--- src/rtl/exbdf_pkg.sv ---
// ----------------------------------------------------------------------------
// exbdf_pkg
// Shared types and constants for the bus frame deframer.
// ----------------------------------------------------------------------------
package exbdf_pkg;

  localparam int unsigned ByteW      = 8;
  localparam int unsigned PosW       = 6;
  localparam int unsigned CfgIdxW    = 2;

  // Length byte limits, and the length taken by header and CRC bytes around data
  localparam logic [ByteW-1:0] MaxFrameLen = 8'd40;
  localparam logic [ByteW-1:0] MinFrameLen = 8'd8;
  localparam logic [PosW-1:0]  FrameOvhd   = 6'd8;
  // Frame position of the first byte after the data-length byte
  localparam logic [PosW-1:0]  BodyPos     = 6'd6;

  // Fixed positions of the header bytes
  localparam logic [PosW-1:0] PosHdr1  = 6'd0;
  localparam logic [PosW-1:0] PosHdr2  = 6'd1;
  localparam logic [PosW-1:0] PosLen   = 6'd2;
  localparam logic [PosW-1:0] PosPid   = 6'd3;
  localparam logic [PosW-1:0] PosDtype = 6'd4;
  localparam logic [PosW-1:0] PosDlen  = 6'd5;

  // Register reset values
  localparam logic [ByteW-1:0] Hdr1ARst = 8'd62;
  localparam logic [ByteW-1:0] Hdr1BRst = 8'd61;
  localparam logic [ByteW-1:0] Hdr2ARst = 8'd1;
  localparam logic [ByteW-1:0] Hdr2BRst = 8'd3;

  typedef enum logic [CfgIdxW-1:0] {
    RegHdr1A = 2'd0,
    RegHdr1B = 2'd1,
    RegHdr2A = 2'd2,
    RegHdr2B = 2'd3
  } cfg_reg_e;

  typedef enum logic [2:0] {
    PhHunt  = 3'd0,
    PhHdr2  = 3'd1,
    PhLen   = 3'd2,
    PhPid   = 3'd3,
    PhDtype = 3'd4,
    PhDlen  = 3'd5,
    PhBody  = 3'd6
  } phase_e;

  typedef struct packed {
    logic [ByteW-1:0] hdr1_a;
    logic [ByteW-1:0] hdr1_b;
    logic [ByteW-1:0] hdr2_a;
    logic [ByteW-1:0] hdr2_b;
  } cfg_t;

  typedef struct packed {
    logic [ByteW-1:0] byte_out;
    logic [PosW-1:0]  frame_position;
    logic             in_frame;
    logic             frame_end;
    logic             frame_abort;
  } res_t;

endpackage

--- src/rtl/exbus_frame_deframer_unit.sv ---
// ----------------------------------------------------------------------------
// exbus_frame_deframer_unit
// Byte-stream frame deframer with header, length and data-length checks.
// ----------------------------------------------------------------------------
// Each received byte goes in on the slave stream and comes out on the master
// stream tagged with its position in the frame and in-frame, frame-end and
// abort flags, one transaction out for each transaction in. Throughput is one
// byte per clock while the master stream does not stall: the byte is held in
// an input register, the phase tracker classifies it and updates its state in
// the same cycle, and the result is held in an output register until the
// master stream takes it.
// The CRC bytes are passed through unchecked.
// The four header match registers are written on the cfg channel (always
// ready) and must only be changed while no byte is in flight.
// ----------------------------------------------------------------------------
module exbus_frame_deframer_unit import exbdf_pkg::*; (
  input  logic               clk_i,
  input  logic               rst_ni,
  // configuration write channel
  input  logic               cfg_valid_i,
  output logic               cfg_ready_o,
  input  logic [CfgIdxW-1:0] cfg_index_i,
  input  logic [ByteW-1:0]   cfg_data_i,
  // received byte stream
  input  logic               s_axis_tvalid,
  output logic               s_axis_tready,
  input  logic [7:0]         s_axis_tdata,   // [7:0] rx_byte
  // tagged byte stream
  output logic               m_axis_tvalid,
  input  logic               m_axis_tready,
  output logic [15:0]        m_axis_tdata,   // [7:0] byte_out, [13:8] frame_position, rest 0
  output logic [1:0]         m_axis_tuser,   // [0] in_frame, [1] frame_abort
  output logic               m_axis_tlast    // frame_end
);

  cfg_t             cfg;
  res_t             res;

  logic             in_vld_q, in_vld_d;
  logic [ByteW-1:0] in_byte_q;
  logic             out_vld_q, out_vld_d;
  res_t             out_res_q;
  logic             step;
  logic             take_in;

  assign cfg_ready_o = 1'b1;

  exbdf_cfg_regs u_cfg (
    .clk_i       (clk_i),
    .rst_ni      (rst_ni),
    .cfg_valid_i (cfg_valid_i),
    .cfg_index_i (cfg_index_i),
    .cfg_data_i  (cfg_data_i),
    .cfg_o       (cfg)
  );

  // Input stage moves on when the output slot is free or being drained
  assign step          = in_vld_q & (~out_vld_q | m_axis_tready);
  assign s_axis_tready = ~in_vld_q | step;
  assign take_in       = s_axis_tvalid & s_axis_tready;

  assign in_vld_d  = take_in | (in_vld_q & ~step);
  assign out_vld_d = step | (out_vld_q & ~m_axis_tready);

  exbdf_fsm u_fsm (
    .clk_i  (clk_i),
    .rst_ni (rst_ni),
    .step_i (step),
    .byte_i (in_byte_q),
    .cfg_i  (cfg),
    .res_o  (res)
  );

  always_ff @(posedge clk_i or negedge rst_ni) begin
    if (!rst_ni) begin
      in_vld_q  <= 1'b0;
      out_vld_q <= 1'b0;
    end else begin
      in_vld_q  <= in_vld_d;
      out_vld_q <= out_vld_d;
    end
  end

  // payload registers
  always_ff @(posedge clk_i) begin
    if (take_in) begin
      in_byte_q <= s_axis_tdata;
    end
    if (step) begin
      out_res_q <= res;
    end
  end

  assign m_axis_tvalid = out_vld_q;
  assign m_axis_tdata  = {2'b00, out_res_q.frame_position, out_res_q.byte_out};
  assign m_axis_tuser  = {out_res_q.frame_abort, out_res_q.in_frame};
  assign m_axis_tlast  = out_res_q.frame_end;

endmodule

--- src/rtl/exbdf_cfg_regs.sv ---
// ----------------------------------------------------------------------------
// exbdf_cfg_regs
// Header match registers, written through the configuration channel.
// ----------------------------------------------------------------------------
module exbdf_cfg_regs import exbdf_pkg::*; (
  input  logic               clk_i,
  input  logic               rst_ni,
  input  logic               cfg_valid_i,
  input  logic [CfgIdxW-1:0] cfg_index_i,
  input  logic [ByteW-1:0]   cfg_data_i,
  output cfg_t               cfg_o
);

  cfg_t cfg_q, cfg_d;

  always_comb begin
    cfg_d = cfg_q;
    if (cfg_valid_i) begin
      unique case (cfg_reg_e'(cfg_index_i))
        RegHdr1A: cfg_d.hdr1_a = cfg_data_i;
        RegHdr1B: cfg_d.hdr1_b = cfg_data_i;
        RegHdr2A: cfg_d.hdr2_a = cfg_data_i;
        RegHdr2B: cfg_d.hdr2_b = cfg_data_i;
        default:  cfg_d = cfg_q;
      endcase
    end
  end

  always_ff @(posedge clk_i or negedge rst_ni) begin
    if (!rst_ni) begin
      cfg_q <= '{hdr1_a: Hdr1ARst, hdr1_b: Hdr1BRst, hdr2_a: Hdr2ARst, hdr2_b: Hdr2BRst};
    end else begin
      cfg_q <= cfg_d;
    end
  end

  assign cfg_o = cfg_q;

endmodule

--- src/rtl/exbdf_fsm.sv ---
// ----------------------------------------------------------------------------
// exbdf_fsm
// Frame phase tracker: classifies one byte per step and updates state.
// ----------------------------------------------------------------------------
module exbdf_fsm import exbdf_pkg::*; (
  input  logic             clk_i,
  input  logic             rst_ni,
  input  logic             step_i,   // byte consumed this cycle
  input  logic [ByteW-1:0] byte_i,
  input  cfg_t             cfg_i,
  output res_t             res_o
);

  phase_e          phase_q, phase_d;
  logic [PosW-1:0] body_cnt_q, body_cnt_d;
  logic [PosW-1:0] frame_len_q, frame_len_d;
  logic [PosW-1:0] pay_len_q, pay_len_d;

  logic [PosW:0]   body_lim;
  logic [PosW-1:0] dlen_exp;

  assign body_lim = {1'b0, pay_len_q} + {{PosW{1'b0}}, 1'b1};
  assign dlen_exp = frame_len_q - FrameOvhd;

  always_comb begin
    phase_d      = phase_q;
    body_cnt_d   = body_cnt_q;
    frame_len_d  = frame_len_q;
    pay_len_d    = pay_len_q;
    res_o        = '0;
    res_o.byte_out = byte_i;

    unique case (phase_q)
      PhHdr2: begin
        res_o.frame_position = PosHdr2;
        if (byte_i == cfg_i.hdr2_a || byte_i == cfg_i.hdr2_b) begin
          res_o.in_frame = 1'b1;
          phase_d        = PhLen;
        end else begin
          res_o.frame_abort = 1'b1;
          phase_d           = PhHunt;
        end
      end
      PhLen: begin
        res_o.frame_position = PosLen;
        if (byte_i >= MinFrameLen && byte_i <= MaxFrameLen) begin
          res_o.in_frame = 1'b1;
          frame_len_d    = byte_i[PosW-1:0];
          phase_d        = PhPid;
        end else begin
          res_o.frame_abort = 1'b1;
          phase_d           = PhHunt;
        end
      end
      PhPid: begin
        res_o.frame_position = PosPid;
        res_o.in_frame       = 1'b1;
        phase_d              = PhDtype;
      end
      PhDtype: begin
        res_o.frame_position = PosDtype;
        res_o.in_frame       = 1'b1;
        phase_d              = PhDlen;
      end
      PhDlen: begin
        res_o.frame_position = PosDlen;
        if (frame_len_q >= FrameOvhd &&
            byte_i == {{(ByteW-PosW){1'b0}}, dlen_exp}) begin
          res_o.in_frame = 1'b1;
          pay_len_d      = byte_i[PosW-1:0];
          body_cnt_d     = '0;
          phase_d        = PhBody;
        end else begin
          res_o.frame_abort = 1'b1;
          phase_d           = PhHunt;
        end
      end
      PhBody: begin
        res_o.frame_position = BodyPos + body_cnt_q;
        res_o.in_frame       = 1'b1;
        // second CRC byte closes the frame
        if ({1'b0, body_cnt_q} >= body_lim) begin
          res_o.frame_end = 1'b1;
          phase_d         = PhHunt;
        end else begin
          body_cnt_d = body_cnt_q + 1'b1;
        end
      end
      default: begin
        // hunting; any stray code behaves the same
        res_o.frame_position = PosHdr1;
        phase_d              = PhHunt;
        if (byte_i == cfg_i.hdr1_a || byte_i == cfg_i.hdr1_b) begin
          res_o.in_frame = 1'b1;
          body_cnt_d     = '0;
          phase_d        = PhHdr2;
        end
      end
    endcase
  end

  always_ff @(posedge clk_i or negedge rst_ni) begin
    if (!rst_ni) begin
      phase_q     <= PhHunt;
      body_cnt_q  <= '0;
      frame_len_q <= '0;
      pay_len_q   <= '0;
    end else if (step_i) begin
      phase_q     <= phase_d;
      body_cnt_q  <= body_cnt_d;
      frame_len_q <= frame_len_d;
      pay_len_q   <= pay_len_d;
    end
  end

endmodule
--- config.mk ---
export PLATFORM = sky130hd
export DESIGN_NAME = exbus_frame_deframer_unit
export DESIGN_NICKNAME = d
export VERILOG_FILES = /design/src/rtl/exbdf_pkg.sv /design/src/rtl/exbus_frame_deframer_unit.sv /design/src/rtl/exbdf_cfg_regs.sv /design/src/rtl/exbdf_fsm.sv
export SDC_FILE = /design/constraint.sdc
export NUM_CORES = 1
export LEC_CHECK = 0
export ABC_CLOCK_PERIOD_IN_PS = 3400
export BUFFER_PORTS_ARGS = -buffer_cell sky130_fd_sc_hd__buf_4
export CAP_MARGIN = 10
export CORE_UTILIZATION = 59
export CTS_CLUSTER_SIZE = 28
export DETAILED_ROUTE_END_ITERATION = 10
export GPL_ROUTABILITY_DRIVEN = 0
export PLACE_DENSITY = 0.76
export SYNTH_ARGS = -nofsm -noshare
export SYNTH_HDL_FRONTEND = slang
export SYNTH_HIERARCHICAL = 1
export SYNTH_SLANG_ARGS = --single-unit
--- constraint.sdc ---
create_clock -name clk_i -period 3.4 [get_ports clk_i]
set_input_delay 0.34 -clock clk_i [delete_from_list [all_inputs] [get_ports clk_i]]
set_output_delay 0.34 -clock clk_i [all_outputs]
set_load 0.01 [all_outputs]
==> results of run 1 <==
## routing by layer
layer | wire length (um) | share of wire | GRT usage | up-vias
met5 | 0 | 0 | 0 | -
met4 | 87 | 0.011 | 0.08788 | 0
met3 | 364 | 0.048 | 0.03946 | 8
met2 | 3939 | 0.52 | 0.3903 | 77
met1 | 3240 | 0.42 | 0.3009 | 1297
li1 | - | - | - | 1253
## sequential cells by signal, summed over array words and instances (netlist names)
register / flops
in_vld_q: 1
u_fsm/frame_len_q: 6
m_axis_tdata: 14
m_axis_tuser: 2
m_axis_tlast: 1
in_byte_q: 8
u_cfg/cfg_o: 32
u_fsm/phase_q: 3
u_fsm/pay_len_q: 6
u_fsm/body_cnt_q: 6
m_axis_tvalid: 1
## per-stage QoR
stage                     setup WS, ns  std cells  area [um2]  utilization
after floorplan                 0.9605        339        4180            -
after global placement          0.8437        453        4462       0.6531
after detailed placement        0.7854        453        4462       0.6531
after CTS                       0.7701        469        4681       0.6852
after global routing            0.5391        469        4681       0.6852
final                           0.7691        469        4681       0.6852
## layout make-up
type                            instances  area [um2]  share of cell area
Multi-Input combinational cell        224        1842              0.3935
Sequential cell                        80        2143              0.4579
Inverter                               11       41.29            0.008821
Tap cell                               96       120.1             0.02566
Clock buffer                            9       123.9             0.02646
Timing Repair Buffer                   42       315.3             0.06736
Clock inverter                          7       95.09             0.02032
## power groups by stage
stage | clock, W | combinational, W | sequential [W]
after CTS | 0.000780 | 0.000386 | 0.00125
after detailed placement | 0 | 0.000383 | 0.00127
after global placement | 0 | 0.000372 | 0.00126
final | 0.000767 | 0.000383 | 0.00125
after floorplan | 0 | 0.000305 | 0.00122
after global routing | 0.000823 | 0.000433 | 0.00127
## how the worst min path moves through the flow
stage / start / endpoint / slack, ns
detailed placement: rst_ni / u_fsm/body_cnt_q[3] / 0.43
CTS: rst_ni / u_fsm/body_cnt_q[5] / 0.04
global placement: rst_ni / u_fsm/body_cnt_q[5] / 0.43
global route: rst_ni / u_fsm/body_cnt_q[5] / 0.09
floorplan: rst_ni / in_vld_q / 0.04
finish: rst_ni / u_fsm/body_cnt_q[5] / 0.02
## cells by family after synthesis
family,share of synthesized area
other cells,0.001798
fa+ha+maj,0.03295
buf+inv,0.04673
compound gates,0.06951
mux,0.1231
flops,0.5132
xor+xnor,0.09227
simple gates,0.1204
## synthesized netlist by cell type, types with 10 or more instances
master    number
dfrtp_1       42
inv_1         10
dfstp_2       13
nand2_1       11
edfxtp_1      25
nand3_1       13
mux2_2        39
buf_4         13
o21ai_0       12
nor2_1        14
xor2_1        41
ha_1          11
## cells in the final DEF, fill, tap and decap left out, types with 3 or more instances in the layout
cell / n
dfrtp_1: 42
buf_4: 42
xor2_1: 41
mux2_2: 39
edfxtp_1: 25
nor2_1: 14
dfstp_2: 13
nand3_1: 13
o21ai_0: 12
nand2_1: 11
ha_1: 11
inv_1: 10
nand2b_1: 9
clkbuf_8: 9
nor4_1: 8
a21oi_1: 6
mux2_4: 5
o211ai_1: 4
conb_1: 3
clkinvlp_4: 3
xnor2_1: 3
and3_1: 3
a31oi_1: 3
or4_1: 3
==> results.tsv, run 1 <==
stage	metric	value	unit
final_layout	layout-drive-gt1-share	0.3378	
synth	yosysWarnings	6	
detailed_routing	drc	0	
detailed_routing	drt-wirelength-per-cell	16.27	um
setup_path	crit_path_end_kind	register	
floorplanning	rows	30	
pwr	p_sw	0.0006505	W
setup_path	worstSetupPathType	reg2reg	
global_route	grt_max_degree	56	
setup_path	crit_start	u_fsm/pay_len_q[0]	
floorplanning	die_y	86.14	um
global_route	grt_usage	0.2317	
pwr	power_leakage	1.972	nW
timing	grt_setup_unrepaired	false	
final_layout	fillers	516	
pwr	ir_worst_vdd	0.3200	mV
setup_path	cp-endpoint	u_fsm/body_cnt_q[2]	
synth	netlist_top_cells_area	dfrtp_1, edfxtp_1, mux2_2	
final_layout	nNetsFinal	402	
cts	post_cts_resized	0	
cts	cts-root-buf	clkbuf_8	
timing	drv_slew	0	
detailed_routing	viasPerCell	5.618	
pwr	swShare	0.2709	
setup_path	critPathBufInv	0	
cts	clk_pin_slew	0.08	ns
synth	netlist-cell-type-count	56	
timing	worst_slew_pin_slew	0.6846	ns
floorplanning	coreArea	0.006832	mm2
setup_path	cpMostUsedCell	ha_1	
cts	clockBufferDepth	2	
cts	cts_buffers	9	
global_route	grt_pass1_wl	12910	um
detailed_routing	ant_nets	0	
synth	yosys.area.top_type	dfrtp_1	
detailed_routing	routed_wl	7631	um
timing	period_needed	2.631	ns
placed_design	place.port_buffers	41	
cts	cts_tree	done	
pwr	comb_power_share	0.160	
global_route	overflow	0	
setup_path	cp.required	3.66	ns
synth	ys_ff_latch	80	
timing	post-route-period-util	0.7738	
timing	fmax	380.1	MHz
synth	avgSynthCellArea	12.36	um2
cts	post-cts-setup-buffers	0	
run_status	outcome	finished, final reports clean	
synth	synth-edff-count	25	
detailed_routing	drtIter0Drc	164	
setup_path	slowest_stage	or4b_1	
setup_path	worstReg2RegStart	u_fsm/pay_len_q[0]	
timing	skew	0.01212	ns
timing	maxSlewHeadroom	0.5436	
detailed_routing	route.vias.total	2635	
setup_path	cp-start-kind	register	
timing	setup_tns	0	ns
cts	htreeDepth	3	
placed_design	dp_hpwl	5412	um
timing	setup_violations	0	
pwr	seq_power_share	0.521	
synth	seq_area_frac_synth	0.5132	
setup_path	worstPathMaxFanout	8	
global_route	grt_pass1_vias	2615	
synth	synth_top_area_frac	0.2516	
detailed_routing	firstDrtPassIters	4	
final_layout	antenna_cells	0	
cts	clkSinkCount	80	
setup_path	r2r_setup_slack	0.77	ns
timing	final-hold-violation-count	0	
setup_path	cp.arrival	2.89	ns
floorplanning	die-width	86.14	um
min_path	hold_class	in2async	
setup_path	worstSetupPathDepth	9	
setup_path	crit_path_cell_trace	ha_1 -> nand3_1 -> xor2_1 -> ha_1 -> a21o_1 -> a221oi_2 -> nor2_1 -> or4b_1 -> o21ai_0	
synth	synthCells	338	
floorplanning	start_util	0.6114	
floorplanning	pin_count	45	
setup_path	slowest_delay	0.53	ns
pwr	powerDensity	512.9	mW/mm2
global_route	antenna_found_initial	0	
synth	synthArstFlopShare	0.6875	
synth	syn_area	0.004177	mm2
pwr	internal-power	0.001750	W
setup_path	r2r_cells	9	
pwr	finalPower	0.002401	W
flow_run	cap_violations	0	
synth	synth_flop_cell	dfrtp_1	
cts	cts_hold_buf	0	
timing	fin_hold_ws	0.02317	ns
setup_path	path_delay_family	simple AND/OR/NAND/NOR gates	
floorplanning	dieArea	0.007419	mm2
final_layout	syn_to_final_growth	12.07	%
cts	clk_latency	0.35	ns
setup_path	reg2reg_to	u_fsm/body_cnt_q[2]	
pwr	pwr-share-clk	0.319	
Note: power is estimated with default switching activity, not from simulation.
==> run 2, diff against run 1 <==
--- a/config.mk
+++ b/config.mk
@@ -5,14 +5,15 @@
 export SDC_FILE = /design/constraint.sdc
 export NUM_CORES = 1
 export LEC_CHECK = 0
-export ABC_CLOCK_PERIOD_IN_PS = 3400
+export ABC_AREA = 1
+export ABC_CLOCK_PERIOD_IN_PS = 2200
 export BUFFER_PORTS_ARGS = -buffer_cell sky130_fd_sc_hd__buf_4
 export CAP_MARGIN = 10
-export CORE_UTILIZATION = 59
+export CORE_UTILIZATION = 54
 export CTS_CLUSTER_SIZE = 28
 export DETAILED_ROUTE_END_ITERATION = 10
 export GPL_ROUTABILITY_DRIVEN = 0
-export PLACE_DENSITY = 0.76
+export PLACE_DENSITY = 0.73
 export SYNTH_ARGS = -nofsm -noshare
 export SYNTH_HDL_FRONTEND = slang
 export SYNTH_HIERARCHICAL = 1
==> constraint.sdc (replaced) <==
create_clock -name clk_i -period 2.2 [get_ports clk_i]
set_input_delay 0.22 -clock clk_i [delete_from_list [all_inputs] [get_ports clk_i]]
set_output_delay 0.22 -clock clk_i [all_outputs]
set_load 0.01 [all_outputs]
==> results.tsv, run 2 <==
stage	metric	value	unit	change
detailed_routing	viasPerCell	5.371		-4.4%
pwr	p_sw	0.0009575	W	+47%
synth	yosysMostFrequentCell	nand2_1		
final_layout	layout-drive-gt1-share	0.2131		-0.1247
setup_path	cp.required	2.45	ns	-1.21 ns
pwr	pwr-share-clk	0.360		+0.041
setup_path	slowest_stage	dfrtp_1		
final_layout	final_common_cell	nand2_1		
final_layout	syn_to_final_growth	11.78	%	
pwr	powerDensity	699.5	mW/mm2	+36%
synth	synth_common_cells	nand2_1, dfrtp_1, nand4_1, inv_1, nand3_1		
setup_path	crit_path_end_kind	register		
setup_path	r2r_setup_slack	0.14	ns	-0.62 ns
synth	netlist_top_cells_area	dfrtp_1, edfxtp_1, nand2_1		
cts	clk_latency	0.37	ns	+0.02 ns
detailed_routing	drt-wirelength-per-cell	14.97	um	-8.0%
run_status	outcome	finished, final reports clean		
min_path	worstHoldPathCells	1		
timing	final-hold-violation-count	0		unchanged
floorplanning	rows	33		+10%
setup_path	crit_path_cell_trace	buf_4 -> nand3_1 -> nor2_1 -> xnor2_1 -> ha_1 -> nand2_1 -> nor2_1 -> nand3_1 -> nand3_4 -> nand2_4 -> buf_4 -> nand4_1 -> nand2_1		
final_layout	antenna_cells	0		unchanged
pwr	ir_worst_vdd	0.4634	mV	+45%
synth	ys_ff_latch	80		unchanged
synth	yosysWarnings	6		unchanged
timing	skew	0.01436	ns	+0.002239 ns
timing	worst_slew_pin_slew	0.7015	ns	+0.01685 ns
cts	cts-root-buf	clkbuf_8		
cts	clockBufferDepth	2		unchanged
synth	seq_area_frac_synth	0.4671		-0.04604
floorplanning	start_util	0.5584		-0.05296
final_layout	nNetsFinal	592		+47%
detailed_routing	routed_wl	9998	um	+31%
global_route	grt_max_degree	56		unchanged
setup_path	reg2reg_to	u_fsm/body_cnt_q[4]		
cts	cts_tree	done		
floorplanning	die-width	94.18	um	+9.3%
setup_path	worstSetupPathType	reg2reg		
pwr	power_leakage	2.414	nW	+22%
setup_path	worstReg2RegStart	u_fsm/pay_len_q[0]		
setup_path	slowest_delay	0.41	ns	-0.12 ns
global_route	grt_usage	0.2473		+0.01557
synth	synthCells	527		+56%
placed_design	dp_cells	645		+42%
synth	syn_area	0.004588	mm2	+9.9%
flow_run	cap_violations	0		unchanged
detailed_routing	route.met2.wl	5054	um	+28%
detailed_routing	ant_nets	0		unchanged
pwr	comb_power_share	0.136		-0.024
detailed_routing	routed.top_layer	met4		
detailed_routing	wl_met1	4293	um	+33%
timing	setup_violations	0		unchanged
setup_path	worstPathMaxFanout	5		-3
floorplanning	die_y	94.18	um	+9.3%
synth	synth_top_area_frac	0.2291		-0.02258
final_layout	fillers	704		+36%
setup_path	path_delay_family	simple AND/OR/NAND/NOR gates		
setup_path	cp.arrival	2.31	ns	-0.58 ns
timing	setup_tns	0	ns	unchanged
timing	drv_slew	0		unchanged
pwr	seq_power_share	0.505		-0.016
final_layout	largest_reg_flops	32		unchanged
min_path	hold_class	in2reg		
pwr	internal-power	0.002630	W	+50%
timing	maxSlewHeadroom	0.5324		-0.01123
global_route	antenna_found_initial	0		unchanged
detailed_routing	drc	0		unchanged
final_layout	layout_common_cells	nand2_1, buf_4, dfrtp_1		
cts	htreeDepth	3		unchanged
placed_design	place.port_buffers	41		unchanged
synth	synth-edff-count	25		unchanged
global_route	grt_pass1_vias	3437		+31%
global_route	grt_pass1_wl	16570	um	+28%
detailed_routing	met3_length	389	um	+6.9%
timing	post-route-period-util	0.9344		+0.1606
synth	netlist-cell-type-count	40		-29%
cts	clk_pin_slew	0.09	ns	about the same
pwr	swShare	0.2669		-0.004058
floorplanning	dieArea	0.008869	mm2	+20%
synth	synth_flop_cell	dfrtp_1		
detailed_routing	route.vias.total	3588		+36%
detailed_routing	firstDrtPassIters	4		unchanged
synth	avgSynthCellArea	8.706	um2	-30%
final_layout	fin_cells	668		+42%
min_path	worstHoldEndpoint	in_byte_q[0]		
setup_path	critPathBufInv	2		+2
placed_design	dp_hpwl	6950	um	+28%
floorplanning	pin_count	45		unchanged
global_route	overflow	0		unchanged
synth	synthArstFlopShare	0.6875		unchanged
cts	cts_buffers	9		unchanged
min_path	min-delay-start	s_axis_tdata[0]		
floorplanning	coreArea	0.008217	mm2	+20%
setup_path	cp-start-kind	register		
timing	period_needed	2.056	ns	-0.5752 ns
synth	yosys.area.top_type	dfrtp_1		
timing	fmax	486.5	MHz	+28%
setup_path	r2r_cells	13		+4
cts	clkSinkCount	80		unchanged
detailed_routing	drtIter0Drc	157		-4.3%
## run 2: kinds of logic after synthesis
group	synth area share
buffers and inverters	0.1023
and+or+nand+nor	0.3013
AOI/OAI and AO/OA	0.04227
xor gates and xnor gates	0.05536
other	0.001637
adders and majority gates	0.03000
DFF	0.4671
## run 2: worst max-delay path by stage
| stage | slack (ns) | endpoint | depth (start not counted) | startpoint |
|---|---|---|---|---|
| final | 0.14 | u_fsm/body_cnt_q[4] | 13 | u_fsm/pay_len_q[0] |
| after CTS | 0.06 | u_fsm/body_cnt_q[3] | 14 | u_fsm/pay_len_q[0] |
| after floorplan | 0.24 | u_fsm/body_cnt_q[3] | 14 | u_fsm/pay_len_q[0] |
| after global routing | -0.02 | u_fsm/body_cnt_q[4] | 14 | u_fsm/pay_len_q[1] |
| after global placement | 0.14 | u_fsm/body_cnt_q[3] | 14 | u_fsm/pay_len_q[0] |
| after detailed placement | 0.07 | u_fsm/body_cnt_q[3] | 14 | u_fsm/pay_len_q[0] |
## run 2: metrics by stage
step / area (um2) / total power [W] / setup WS, ns / hold WS (ns) / utilization
2_1_floorplan: 4596 / 0.002175 / 0.2444 / -0.07559 / -
3_3_place_gp: 4806 / 0.002301 / 0.1435 / 0.3092 / 0.5849
3_5_place_dp: 4806 / 0.002323 / 0.07175 / 0.3130 / 0.5849
4_1_cts: 5054 / 0.003606 / 0.06089 / 0.01606 / 0.6150
5_1_grt: 5129 / 0.003752 / -0.02455 / 0.01274 / 0.6242
6_report: 5129 / 0.003588 / 0.1443 / 0.02569 / 0.6242
## run 2: worst register-to-register path, cell delays in order (launching register included)
cell     delay, ns
dfrtp_1       0.41
buf_4         0.14
nand3_1       0.11
nor2_1        0.07
xnor2_1       0.13
ha_1          0.29
nand2_1       0.07
nor2_1        0.10
nand3_1       0.13
nand3_4       0.12
nand2_4       0.08
buf_4         0.17
nand4_1       0.08
nand2_1       0.07
## run 2: layer usage
metal  vias to the layer above  global-route usage
met5                         -                   0
met4                         0              0.1269
met1                      1691              0.2994
met3                        26             0.03236
li1                       1769                   -
met2                       102              0.4275
## run 2: cell type report
| type | instances | area (um2) | share of cell area |
|---|---|---|---|
| Multi-Input combinational cell | 365 | 2013 | 0.3925 |
| Sequential cell | 80 | 2143 | 0.4179 |
| Clock buffer | 11 | 152.6 | 0.02976 |
| Inverter | 52 | 225.2 | 0.04391 |
| Timing Repair Buffer | 50 | 377.9 | 0.07368 |
| Tap cell | 105 | 131.4 | 0.02562 |
| Clock inverter | 5 | 85.08 | 0.01659 |
## run 2: what timing repair did
| item | CTS | global route |
|---|---|---|
| gates resized for setup | 0 | 6 |
| hold endpoints to repair | 42 | 0 |
| hold buffers | 1 | 0 |
| setup buffers | 0 | 6 |
| endpoints found under the setup margin | 0 | 11 |
## run 2: power groups by stage
stage | sequential [W] | combinational (W) | clock (W)
floorplan | 0.00181 | 0.000370 | 0
global placement | 0.00183 | 0.000466 | 0
detailed placement | 0.00184 | 0.000482 | 0
CTS | 0.00181 | 0.000487 | 0.00131
global route | 0.00183 | 0.000547 | 0.00138
finish | 0.00181 | 0.000486 | 0.00129
==> run 3, diff against run 2 <==
--- a/config.mk
+++ b/config.mk
@@ -9,11 +9,11 @@
 export ABC_CLOCK_PERIOD_IN_PS = 2200
 export BUFFER_PORTS_ARGS = -buffer_cell sky130_fd_sc_hd__buf_4
 export CAP_MARGIN = 10
-export CORE_UTILIZATION = 54
+export CORE_UTILIZATION = 45
 export CTS_CLUSTER_SIZE = 28
 export DETAILED_ROUTE_END_ITERATION = 10
 export GPL_ROUTABILITY_DRIVEN = 0
-export PLACE_DENSITY = 0.73
+export PLACE_DENSITY = 0.62
 export SYNTH_ARGS = -nofsm -noshare
 export SYNTH_HDL_FRONTEND = slang
 export SYNTH_HIERARCHICAL = 1
==> results.tsv, run 3 (synthesized netlist as in run 2, its figures left out) <==
stage	metric	value	unit	change
timing	drv_slew	0		unchanged
final_layout	largest_reg_flops	32		unchanged
min_path	hold_class	in2reg		
setup_path	cp.arrival	2.31	ns	about the same
setup_path	r2r_cells	14		+1
final_layout	syn_to_final_growth	12.46	%	
final_layout	layout-drive-gt1-share	0.2185		+0.005329
final_layout	seq_area	0.002143	mm2	unchanged
timing	maxSlewHeadroom	0.5165		-0.01582
timing	fin_hold_ws	0.05038	ns	+0.02469 ns
timing	period_needed	2.074	ns	+0.01837 ns
floorplanning	die_y	103.0	um	+9.3%
pwr	swShare	0.2678		+0.0008946
flow_run	cap_violations	0		unchanged
detailed_routing	routed_wl	10050	um	+0.54%
cts	clk_latency	0.35	ns	-0.02 ns
global_route	overflow	0		unchanged
setup_path	crit_start	u_fsm/pay_len_q[1]		
detailed_routing	drc	0		unchanged
pwr	seq_power_share	0.528		+0.023
pwr	ir_worst_vdd	0.3704	mV	-20%
cts	cts-root-buf	clkbuf_8		
timing	setup_violations	0		unchanged
pwr	pwr-share-clk	0.330		-0.030
detailed_routing	drtIter0Drc	176		+12%
setup_path	worstPathMaxFanout	5		unchanged
final_layout	final_common_cell	nand2_1		
global_route	grt_max_degree	56		unchanged
final_layout	multi_input_area	0.002041	mm2	+1.4%
setup_path	crit_path_cell_trace	ha_4 -> nand3_2 -> xor2_2 -> ha_1 -> nand2_1 -> nand2_1 -> nand2_1 -> nand2_1 -> nand2_2 -> nand3_4 -> o21ai_4 -> inv_2 -> nand2_1 -> nand2_1		
timing	final-hold-violation-count	0		unchanged
global_route	grt_pass1_vias	3443		+0.17%
min_path	worstHoldPathCells	1		unchanged
final_layout	nNetsFinal	592		unchanged
timing	grt_setup_unrepaired	true		
cts	clkSinkCount	80		unchanged
run_status	outcome	finished, final reports clean		
cts	htreeDepth	3		unchanged
timing	post-route-period-util	0.9428		+0.008351
pwr	internal-power	0.002509	W	-4.6%
pwr	power_leakage	2.408	nW	-0.28%
setup_path	reg2reg_to	u_fsm/phase_q[0]		
setup_path	cp-start-kind	register		
detailed_routing	viasPerCell	5.039		-6.2%
cts	clockBufferDepth	2		unchanged
global_route	antenna_found_initial	0		unchanged
setup_path	worstSetupPathType	reg2reg		
setup_path	cp.required	2.44	ns	about the same
floorplanning	start_util	0.4673		-0.09115
global_route	grt_pass1_wl	16530	um	-0.25%
cts	clk_pin_slew	0.08	ns	about the same
floorplanning	pin_count	45		unchanged
global_route	grt_usage	0.2092		-0.03814
cts	cts_tree	done		
setup_path	crit_path_end_kind	register		
setup_path	path_delay_family	simple AND/OR/NAND/NOR gates		
detailed_routing	firstDrtPassIters	4		unchanged
setup_path	slowest_delay	0.42	ns	about the same
timing	skew	0.01139	ns	-0.002965 ns
placed_design	dp_hpwl	6996	um	+0.66%
min_path	worstHoldEndpoint	in_byte_q[2]		
floorplanning	coreArea	0.009819	mm2	+20%
pwr	comb_power_share	0.142		+0.006
pwr	powerDensity	664.1	mW/mm2	-5.1%
cts	cts_buffers	9		unchanged
setup_path	worstReg2RegStart	u_fsm/pay_len_q[1]		
final_layout	layout_common_cells	nand2_1, buf_4, dfrtp_1		
floorplanning	die-width	103.0	um	+9.3%
detailed_routing	drt-wirelength-per-cell	14.44	um	-3.5%
final_layout	antenna_cells	0		unchanged
setup_path	r2r_setup_slack	0.13	ns	-0.02 ns
final_layout	post-route-util	0.5255		-0.09870
min_path	min-delay-start	s_axis_tdata[2]		
setup_path	critPathBufInv	1		-1
floorplanning	dieArea	0.01060	mm2	+20%
timing	worst_slew_pin_slew	0.7252	ns	+0.02373 ns
placed_design	place.port_buffers	41		unchanged
final_layout	fillers	969		+38%
setup_path	slowest_stage	dfrtp_1		
timing	fmax	482.1	MHz	-0.89%
detailed_routing	ant_nets	0		unchanged
floorplanning	rows	36		+9.1%
setup_path	cpMostUsedCell	nand2_1		
pwr	p_sw	0.0009176	W	-4.2%
detailed_routing	route.vias.total	3507		-2.3%
## run 3: stage by stage
stage                     setup slack (ns)  std cells  TNS, ns  total power, W  cell area (um2)
after floorplan                     0.2444        528        0        0.002175             4596
after global placement              0.1349        673        0        0.002309             4841
after detailed placement           0.06037        673        0        0.002324             4841
after CTS                          0.04089        690        0        0.003467             5057
after global routing              -0.04035        696  -0.1584        0.003607             5160
final                               0.1259        696        0        0.003427             5160
## run 3: worst max-delay path by stage
stage | endpoint | slack (ns) | cells after the start
2_1_floorplan | u_fsm/body_cnt_q[3] | 0.24 | 14
3_3_place_gp | u_fsm/body_cnt_q[1] | 0.13 | 14
3_5_place_dp | u_fsm/body_cnt_q[4] | 0.06 | 14
4_1_cts | u_fsm/body_cnt_q[4] | 0.04 | 14
5_1_grt | u_fsm/phase_q[1] | -0.04 | 14
6_report | u_fsm/phase_q[0] | 0.13 | 14
## run 3: worst register-to-register path, delay by kind of cell, from the launching register on
kind | cells | cell delay, ns
buffers and inverters | 1 | 0.08
AND/OR/NAND/NOR | 9 | 0.63
AO/OA/AOI/OAI | 1 | 0.21
adder cells (fa/ha/maj) | 2 | 0.48
XOR/XNOR | 1 | 0.16
flip-flops | 1 | 0.42
## run 3: what timing repair did
item	4_1_cts	5_1_grt
endpoints found under the hold margin	42	0
buffers inserted	0	6
setup endpoints to repair	0	16
hold buffers	1	0
resized for setup	0	11
## run 3: area by class of cell
type | instances | share of cell area
sequential | 80 | 0.4154
inverter | 52 | 0.04365
clock inverter | 4 | 0.009699
clock buffer | 12 | 0.03031
tap | 133 | 0.03225
timing repair buffer | 50 | 0.07323
multi-input combinational | 365 | 0.3955
## run 3: metal layers
layer / track usage / up-vias / part of all wire
li1: - / 1775 / -
met1: 0.2398 / 1632 / 0.43
met2: 0.3785 / 80 / 0.51
met3: 0.03864 / 20 / 0.028
met4: 0.09426 / 0 / 0.027
met5: 0 / - / 0
## run 3: power by group through the flow
stage / clock network, W / registers [W] / logic, W
final: 0.00113 / 0.00181 / 0.000485
after global routing: 0.00122 / 0.00183 / 0.000551
after CTS: 0.00117 / 0.00181 / 0.000486
after detailed placement: 0 / 0.00184 / 0.000482
after global placement: 0 / 0.00184 / 0.000471
after floorplan: 0 / 0.00181 / 0.000370
